File: src/sv/u2l_pkg.sv
// ----------------------------------------------------------------------------
// u2l_pkg
// Shared widths, status codes and types for the UTF-8 to Latin-1 transcoder.
// ----------------------------------------------------------------------------
package u2l_pkg;

	localparam int unsigned BYTE_W   = 8;
	localparam int unsigned STATUS_W = 2;
	localparam int unsigned LEFT_W   = 2;

	typedef logic [BYTE_W-1:0]   byte_t;
	typedef logic [STATUS_W-1:0] status_t;
	typedef logic [LEFT_W-1:0]   left_t;

	// Result status codes
	localparam status_t ST_OK       = 2'd0;
	localparam status_t ST_BAD_LEAD = 2'd1;
	localparam status_t ST_RANGE    = 2'd2;
	localparam status_t ST_TRUNC    = 2'd3;

	// Continuation counts opened by each kind of lead byte
	localparam left_t LEFT_IDLE = 2'd0;
	localparam left_t LEFT_ONE  = 2'd1;
	localparam left_t LEFT_TWO  = 2'd2;
	localparam left_t LEFT_3    = 2'd3;

endpackage

File: src/sv/u2l_byte_if.sv
// ----------------------------------------------------------------------------
// u2l_byte_if
// Valid/ready channel that carries one raw UTF-8 byte per transaction.
// ----------------------------------------------------------------------------
interface u2l_byte_if;

	logic           valid;
	logic           ready;
	u2l_pkg::byte_t in_byte;

	modport source (output valid, output in_byte, input ready);
	modport sink   (input valid, input in_byte, output ready);

endinterface

File: src/sv/u2l_char_if.sv
// ----------------------------------------------------------------------------
// u2l_char_if
// Valid/ready channel that carries one Latin-1 character and its status.
// ----------------------------------------------------------------------------
interface u2l_char_if;

	logic             valid;
	logic             ready;
	u2l_pkg::byte_t   out_byte;
	u2l_pkg::status_t status;

	modport source (output valid, output out_byte, output status, input ready);
	modport sink   (input valid, input out_byte, input status, output ready);

endinterface

File: src/sv/utf8_to_latin1_transcoder_unit.sv
// ----------------------------------------------------------------------------
// utf8_to_latin1_transcoder_unit
// Decodes a UTF-8 byte stream into Latin-1 characters, one byte per cycle while no result is stalled.
// ----------------------------------------------------------------------------
// A byte is captured in the input register and decoded against the sequence
// state; any result it yields is loaded into the result register and offered.
// Throughput: one byte per cycle, set by the single decode stage between the
// input register and the result register; a stalled result blocks one byte.
// Reset: arst_n clears the valid flags and the sequence state (idle).
module utf8_to_latin1_transcoder_unit (
	input  logic       clk,
	input  logic       arst_n,
	u2l_byte_if.sink   byte_ch,
	u2l_char_if.source char_ch
);

	// Input stage
	logic           valid_s1;
	u2l_pkg::byte_t byte_s1;

	// Sequence state
	u2l_pkg::left_t bytes_left_q;
	u2l_pkg::byte_t partial_q;
	logic           overflow_q;

	// Result register
	logic             valid_s2;
	u2l_pkg::byte_t   out_byte_s2;
	u2l_pkg::status_t status_s2;

	// Decode outputs
	u2l_pkg::left_t   left_d;
	u2l_pkg::byte_t   partial_d;
	logic             overflow_d;
	logic             emit_d;
	u2l_pkg::byte_t   char_d;
	u2l_pkg::status_t status_d;
	logic             ovf_acc;
	u2l_pkg::byte_t   shifted;

	logic advance;

	// Advance the decode stage when the result register is free or drains
	assign advance      = !valid_s2 || char_ch.ready;
	assign byte_ch.ready = !valid_s1 || advance;

	// Decode one byte against the sequence state
	always_comb begin
		left_d     = bytes_left_q;
		partial_d  = partial_q;
		overflow_d = overflow_q;
		emit_d     = 1'b0;
		char_d     = '0;
		status_d   = u2l_pkg::ST_OK;
		ovf_acc    = overflow_q | (partial_q[7:2] != 6'd0);
		shifted    = {partial_q[1:0], byte_s1[5:0]};
		if (bytes_left_q == u2l_pkg::LEFT_IDLE) begin
			if (!byte_s1[7]) begin
				emit_d = 1'b1;
				char_d = byte_s1;
			end else begin
				overflow_d = 1'b0;
				if (byte_s1[7:4] == 4'hF) begin
					partial_d = {5'd0, byte_s1[2:0]};
					left_d    = u2l_pkg::LEFT_3;
				end else if (byte_s1[7:5] == 3'b111) begin
					partial_d = {4'd0, byte_s1[3:0]};
					left_d    = u2l_pkg::LEFT_TWO;
				end else if (byte_s1[7:6] == 2'b11) begin
					partial_d = {3'd0, byte_s1[4:0]};
					left_d    = u2l_pkg::LEFT_ONE;
				end else begin
					partial_d = '0;
					emit_d    = 1'b1;
					status_d  = u2l_pkg::ST_BAD_LEAD;
				end
			end
		end else if (byte_s1 == '0) begin
			// Zero byte cuts the sequence short
			left_d     = u2l_pkg::LEFT_IDLE;
			partial_d  = '0;
			overflow_d = 1'b0;
			emit_d     = 1'b1;
			status_d   = u2l_pkg::ST_TRUNC;
		end else begin
			left_d = bytes_left_q - u2l_pkg::LEFT_ONE;
			if (bytes_left_q == u2l_pkg::LEFT_ONE) begin
				partial_d  = '0;
				overflow_d = 1'b0;
				emit_d     = 1'b1;
				if (ovf_acc) begin
					status_d = u2l_pkg::ST_RANGE;
				end else begin
					char_d = shifted;
				end
			end else begin
				partial_d  = shifted;
				overflow_d = ovf_acc;
			end
		end
	end

	// Capture accepted bytes
	always_ff @(posedge clk or negedge arst_n) begin
		if (!arst_n) begin
			valid_s1 <= 1'b0;
		end else if (byte_ch.ready) begin
			valid_s1 <= byte_ch.valid;
		end
	end

	always_ff @(posedge clk) begin
		if (byte_ch.ready && byte_ch.valid) begin
			byte_s1 <= byte_ch.in_byte;
		end
	end

	// Update sequence state as each byte leaves the input stage
	always_ff @(posedge clk or negedge arst_n) begin
		if (!arst_n) begin
			bytes_left_q <= u2l_pkg::LEFT_IDLE;
			partial_q    <= '0;
			overflow_q   <= 1'b0;
		end else if (valid_s1 && advance) begin
			bytes_left_q <= left_d;
			partial_q    <= partial_d;
			overflow_q   <= overflow_d;
		end
	end

	// Load or drain the result register
	always_ff @(posedge clk or negedge arst_n) begin
		if (!arst_n) begin
			valid_s2 <= 1'b0;
		end else if (advance) begin
			valid_s2 <= valid_s1 && emit_d;
		end
	end

	always_ff @(posedge clk) begin
		if (advance && valid_s1 && emit_d) begin
			out_byte_s2 <= char_d;
			status_s2   <= status_d;
		end
	end

	assign char_ch.valid    = valid_s2;
	assign char_ch.out_byte = out_byte_s2;
	assign char_ch.status   = status_s2;

endmodule

File: src/flat_wrapper.sv
// flat-port wrapper written by rule: the top's interface ports become plain ports
module utf8_to_latin1_transcoder_unit_flat 
  (clk, arst_n, byte_ch_valid, byte_ch_in_byte, byte_ch_ready, char_ch_valid, char_ch_out_byte, char_ch_status, char_ch_ready);
  u2l_byte_if byte_ch_i ();
  u2l_char_if char_ch_i ();
  input  logic clk;
  input  logic arst_n;
  input wire logic [$bits(byte_ch_i.valid)-1:0] byte_ch_valid;
  input wire logic [$bits(byte_ch_i.in_byte)-1:0] byte_ch_in_byte;
  output wire logic [$bits(byte_ch_i.ready)-1:0] byte_ch_ready;
  output wire logic [$bits(char_ch_i.valid)-1:0] char_ch_valid;
  output wire logic [$bits(char_ch_i.out_byte)-1:0] char_ch_out_byte;
  output wire logic [$bits(char_ch_i.status)-1:0] char_ch_status;
  input wire logic [$bits(char_ch_i.ready)-1:0] char_ch_ready;
  assign byte_ch_i.valid = byte_ch_valid;
  assign byte_ch_i.in_byte = byte_ch_in_byte;
  assign byte_ch_ready = byte_ch_i.ready;
  assign char_ch_valid = char_ch_i.valid;
  assign char_ch_out_byte = char_ch_i.out_byte;
  assign char_ch_status = char_ch_i.status;
  assign char_ch_i.ready = char_ch_ready;
  utf8_to_latin1_transcoder_unit u_core (.clk(clk), .arst_n(arst_n), .byte_ch(byte_ch_i), .char_ch(char_ch_i));
endmodule
File: config.mk
export PLATFORM = sky130hd
export DESIGN_NAME = utf8_to_latin1_transcoder_unit_flat
export DESIGN_NICKNAME = d
export VERILOG_FILES = /design/src/sv/u2l_pkg.sv /design/src/sv/u2l_byte_if.sv /design/src/sv/u2l_char_if.sv /design/src/sv/utf8_to_latin1_transcoder_unit.sv /design/src/flat_wrapper.sv
export SDC_FILE = /design/constraint.sdc
export NUM_CORES = 1
export LEC_CHECK = 0
export ABC_AREA = 1
export BUFFER_PORTS_ARGS = -buffer_cell sky130_fd_sc_hd__clkbuf_2
export CAP_MARGIN = 20
export CORE_AREA = 4 4 64 66
export DETAILED_ROUTE_END_ITERATION = 16
export DIE_AREA = 0 0 68 70
export PLACE_DENSITY_LB_ADDON = 0.15
export SETUP_SLACK_MARGIN = 0.1
export SYNTH_ARGS = -nofsm -noshare
export SYNTH_HDL_FRONTEND = slang
export SYNTH_SLANG_ARGS = --single-unit
File: constraint.sdc
create_clock -name clk -period 3.59 [get_ports clk]
set_input_delay 0.5385 -clock clk [delete_from_list [all_inputs] [get_ports clk]]
set_output_delay 0.5385 -clock clk [all_outputs]
set_load 0.03 [all_outputs]
After elaboration in Yosys (flattened, before gate mapping)
Cells that the tools add are included.
Word-level totals
  bits in registers: 31
  output and inout bits: 12
  word-level logic and storage cells: 66
  input bits: 12
Operators by class
  reduce and logical (&&, ||, !) cells: 13
  bitwise logic cells: 1
  eq/ne operators: 6
  add/sub/neg operators: 1
  muxes and demuxes: 37
Operators with widths (number)
  $mux 8: 10
  $mux 2: 13
  $mux 1: 12
  $logic_not 8->1: 1
  $mux 7: 1
  $reduce_bool 6->1: 1
  $mux 5: 1
  $eq 4x4->1 const B: 1
  $logic_and 1x1->1: 4
  $ne 4x4->1 const B: 1
  $eq 3x3->1 const B: 1
  $reduce_and 3->1: 1
  $eq 2x1->1 const B: 1
  $eq 2x2->1 const B: 1
  $logic_not 1->1: 2
  $logic_not 2->1: 1
  $logic_or 1x1->1: 2
  $ne 2x1->1 const B: 1
  $reduce_and 2->1: 1
  $sub 2x1->2 const B: 1
  $or 1x1->1: 1

Logic depth before layout (Yosys ltp)
  word-level depth: 7
  gate-level depth with buffers: 8
  depth with buffers taken out: 8

Worst setup path after synthesis
OpenSTA, ideal clock, no wires.
  path type: flip-flop to flip-flop
  start: reg u_core.byte_s1[5]
  end: reg u_core.out_byte_s2[0] (netlist: u_core.char_ch.out_byte[0]), enable pin
  arrival time: 1413 ps
  setup slack: 1801 ps
  required time: 3214 ps
  clock period less this slack: 1789 ps
  path buffers: 1
  library setup time: 376 ps
  cell stages (with the launch flop): 9
  cells stage by stage: edfxtp_1 buf_6 nor2_1 nand2_1 inv_1 nand2_1 nand2_2 nand2_1 nor2_1
On the way
  longest elaborated chain between the ends: 6
  elaborated cells on any way between the ends: 9
  those cells by class: 2 x eq/ne; 5 x mux; 2 x reduce/logical
Ends and longest elaborated chain
  start, declared: line utf8_to_latin1_transcoder_unit.sv:19  | u2l_pkg::byte_t byte_s1;
  start signal, assigned: line utf8_to_latin1_transcoder_unit.sv:114  | byte_s1 <= byte_ch.in_byte;
  $eq 3x3->1: line utf8_to_latin1_transcoder_unit.sv:66  | end else if (byte_s1[7:5] == 3'b111) begin
  $mux 1: line utf8_to_latin1_transcoder_unit.sv:66
  $mux 1: line utf8_to_latin1_transcoder_unit.sv:63  | if (byte_s1[7:4] == 4'hF) begin
  $mux 1: line utf8_to_latin1_transcoder_unit.sv:58  | if (!byte_s1[7]) begin
  $mux 1 *: line utf8_to_latin1_transcoder_unit.sv:57  | if (bytes_left_q == u2l_pkg::LEFT_IDLE) begin
  $logic_and 1x1->1 *: line utf8_to_latin1_transcoder_unit.sv:141  | if (advance && valid_s1 && emit_d) begin
  end signal, assigned: line utf8_to_latin1_transcoder_unit.sv:142  | out_byte_s2 <= char_d;
  end, declared: line utf8_to_latin1_transcoder_unit.sv:28  | u2l_pkg::byte_t out_byte_s2;
Mark *: on every way between the ends. The rest lies on a longest branch, timed or not.
A chain may end at the register's enable or synchronous reset.

Worst setup path in the final report
  start: reg u_core.bytes_left_q[0]
  end: reg u_core.out_byte_s2[3] (netlist: u_core.char_ch.out_byte[3]), enable pin
On the way
  longest elaborated chain between the ends: 5
  elaborated cells on any way between the ends: 6
  those cells by class: 1 x eq/ne; 3 x mux; 2 x reduce/logical
Ends and longest elaborated chain
  start, declared: line utf8_to_latin1_transcoder_unit.sv:22  | u2l_pkg::left_t bytes_left_q;
  start signal, assigned: line utf8_to_latin1_transcoder_unit.sv:121  | bytes_left_q <= u2l_pkg::LEFT_IDLE;
  start signal, assigned: line utf8_to_latin1_transcoder_unit.sv:125  | bytes_left_q <= left_d;
  $eq 2x1->1: line utf8_to_latin1_transcoder_unit.sv:87  | if (bytes_left_q == u2l_pkg::LEFT_ONE) begin
  $mux 1: line utf8_to_latin1_transcoder_unit.sv:87
  $mux 1: line utf8_to_latin1_transcoder_unit.sv:78  | end else if (byte_s1 == '0) begin
  $mux 1 *: line utf8_to_latin1_transcoder_unit.sv:57
  $logic_and 1x1->1 *: line utf8_to_latin1_transcoder_unit.sv:141
Marks and branches as above.

==> impl_metrics.env <==
export IMPL_cts_sinks=31
export IMPL_setup_tns_ns=0
export IMPL_post_cts_buffers=0
export IMPL_drc=0
export IMPL_crit_type="reg2reg"
export IMPL_htree_num_levels=2
export IMPL_hold_buffers=0
export IMPL_status="finished, final reports clean"
export IMPL_seq_area_frac_synth_pct=56.91
export IMPL_ys_types=21
export IMPL_antenna_left=0
export IMPL_clockBufferDepth=2
export IMPL_start_util_pct=42.52
export IMPL_synth_compound_area_share_pct=7.237
export IMPL_routed_via_density=4.825
export IMPL_via_count=1158
export IMPL_routedWlPerCell_um=11.97
export IMPL_irDropWorstVdd_v=0.0004512
export IMPL_worstMarginPinSlew_ns=0.7946
export IMPL_crit_path_start="u_core.bytes_left_q[0]$_DFFE_PN0P_"
export IMPL_setup_violations=0
export IMPL_coreArea_sq_mm=0.003578
export IMPL_startpoint_type="register"
export IMPL_portBuffers=23
export IMPL_n_antenna_cell=0
export IMPL_grt_max_degree=24
export IMPL_synthToLayoutAreaGrowth_pct=12.34
export IMPL_yosysWarnings=0
export IMPL_syn_inst=166
export IMPL_end_kind="register"
export IMPL_power_density_mw_per_mm2=793.1
export IMPL_dr_pass1_iters=4
export IMPL_synth_nets=180
export IMPL_crit_fanout=23
export IMPL_postRouteWirelength_um=2873
export IMPL_cts_buffers=5
export IMPL_synth_top_area_share_pct=35.53
export IMPL_synth_top_family_by_area="simple AND/OR/NAND/NOR gates"
export IMPL_clk_latency_ns=0.32
export IMPL_synthSimpleGateAreaFrac_pct=27.14
export IMPL_rsz0062_at_grt="false"
export IMPL_gp_congestion=0.8259
export IMPL_skew_ns=0.002994
export IMPL_fp_dieW_um=68
export IMPL_r2r_end="u_core.char_ch.out_byte[3]$_DFFE_PP_"
export IMPL_grt_pass1_wl_um=5037
export IMPL_yosys_area_top_type="edfxtp_1"
export IMPL_timing_rr_start="u_core.bytes_left_q[0]$_DFFE_PN0P_"
export IMPL_p_leak_uw=0.0007877
export IMPL_path_clk_slew_ns=0.08
export IMPL_track_usage_pct=14.12
export IMPL_synthAdderAreaFrac_pct=1.645
export IMPL_cts_resized=0
export IMPL_synth_mux_area_share_pct=0
export IMPL_synth_xor_area_share_pct=0
export IMPL_ys_ff_latch=31
export IMPL_fin_crit_sh_pct=67.69
export IMPL_grt_overflow=0
export IMPL_die_h_um=70
export IMPL_hpwlAfterDp_um=2186
export IMPL_die_area_sq_mm=0.004760
export IMPL_drt_iter0_markers=84
export IMPL_fillers=371
export IMPL_antenna_found_initial=0
export IMPL_r2r_slack_ns=1.16
export IMPL_yosys_top_cells_area="edfxtp_1, dfrtp_1, nand2_1"
export IMPL_crit_required_ns=3.55
export IMPL_cts_root_buf="clkbuf_4"
export IMPL_num_rows=22
export IMPL_slew_headroom_pct=46.83
export IMPL_synth_avg_cell_area_sq_um=9.165
export IMPL_power_uw=1355
export IMPL_maxCapViolCount=0
export IMPL_hold_class="in2async"
export IMPL_fmax_mhz=411.5
export IMPL_finalMaxSlewViolations=0
export IMPL_period_needed_ns=2.430
export IMPL_grt_pass1_vias=1065
export IMPL_syn_area_sq_mm=0.001521
export IMPL_final_nets=205
export IMPL_worst_r2r_cell_count=6
export IMPL_hold_violations=0
export IMPL_crit_end="u_core.char_ch.out_byte[3]$_DFFE_PP_"
export IMPL_drive_gt1_share_pct=19.27
export IMPL_num_io_pins=24
export IMPL_cp_data_arrival_time_ns=2.39
export IMPL_timing_hold_ws_ns=0.09570
export IMPL_final_core_util_pct=47.76
export IMPL_cts_tree="done"
==> synth_stat cells <==
cell type / n
a21oi_1: 1
edfxtp_1: 18
o21ai_1: 5
nand3b_1: 1
inv_2: 1
o22ai_2: 2
clkbuf_1: 1
nand4_1: 1
inv_1: 18
dfrtp_1: 13
nor3_1: 7
nand3_2: 1
buf_6: 2
nor2_1: 13
nand2_1: 41
buf_2: 2
ha_1: 2
nand3_1: 21
nand2_2: 2
nor2_4: 3
o21ai_0: 11
==> cells by family after synthesis <==
logic type                 Yosys count
buffers and inverters               24
and+or+nand+nor                     90
AOI/OAI and AO/OA                   19
DFF                                 31
adders and majority gates            2
==> area by class of cell <==
type	instances	area, sq um	area share [%]
flip-flops and latches	31	865.8	50.66
multi-input cells	111	548.0	32.06
repair buffers	23	115.1	6.735
inverters	19	71.32	4.173
well taps	48	60.06	3.514
clock buffers	8	48.80	2.855
==> metrics by stage <==
| step | setup slack, ns | std cells | instance area [sq um] |
|---|---|---|---|
| finish | 1.160 | 240 | 1709 |
| global route | 0.9334 | 240 | 1709 |
| CTS | 1.144 | 240 | 1709 |
| detailed placement | 1.164 | 232 | 1660 |
| global placement | 1.285 | 232 | 1660 |
| floorplan | 1.801 | 166 | 1521 |
==> layer usage <==
metal	wire [um]	vias up	track usage [%]
li1	-	600	-
met1	1288	521	19.48
met2	1373	32	20.88
met3	163	5	4.823
met4	47	0	3.974
met5	0	-	0
==> sequential cells by signal, indices dropped and copies added (netlist names) <==
register	flops
u_core.byte_s1	8
u_core.char_ch.out_byte	8
u_core.partial_q	8
u_core.bytes_left_q	2
u_core.char_ch.status	2
u_core.char_ch.valid	1
u_core.overflow_q	1
u_core.valid_s1	1
==> report_power, final <==
part	internal, uW	switching (uW)	leakage, uW
clock network	77.9	105	0.0000265
logic	175	434	0.000422
registers	509	56.1	0.000339
==> layout by cell type, fill, tap and decap left out, types with 2 or more instances in the layout <==
cell type | netlist | final
nand2_1 | 41 | 41
clkbuf_2 | 0 | 23
nand3_1 | 21 | 21
inv_1 | 18 | 18
edfxtp_1 | 18 | 18
nor2_1 | 13 | 13
dfrtp_1 | 13 | 13
o21ai_0 | 11 | 11
nor3_1 | 7 | 7
o21ai_1 | 5 | 5
clkbuf_4 | 0 | 5
nor2_4 | 3 | 3
clkbuf_1 | 1 | 3
nand2_2 | 2 | 2
o22ai_2 | 2 | 2
ha_1 | 2 | 2
==> how the worst min path moves through the flow <==
stage                 from  cells after the start  slack, ns                                  to
detailed placement  arst_n                      1       0.46         u_core.valid_s1$_DFFE_PN0N_
floorplan           arst_n                      0       0.24  u_core.bytes_left_q[0]$_DFFE_PN0P_
global placement    arst_n                      1       0.44  u_core.bytes_left_q[1]$_DFFE_PN0P_
finish              arst_n                      1        0.1  u_core.bytes_left_q[0]$_DFFE_PN0P_
global route        arst_n                      1       0.10  u_core.bytes_left_q[0]$_DFFE_PN0P_
CTS                 arst_n                      1       0.10     u_core.partial_q[3]$_DFFE_PN0P_
==> critical path, cell delays in order (launching register included) <==
cell and delay, ns:
dfrtp_1 0.42, inv_1 0.07, ha_1 0.59, nor2_1 0.13, nand2_2 0.17, nand2_1 0.07
nor2_1 0.61
No activity file was read; power rests on OpenSTA's default activity.
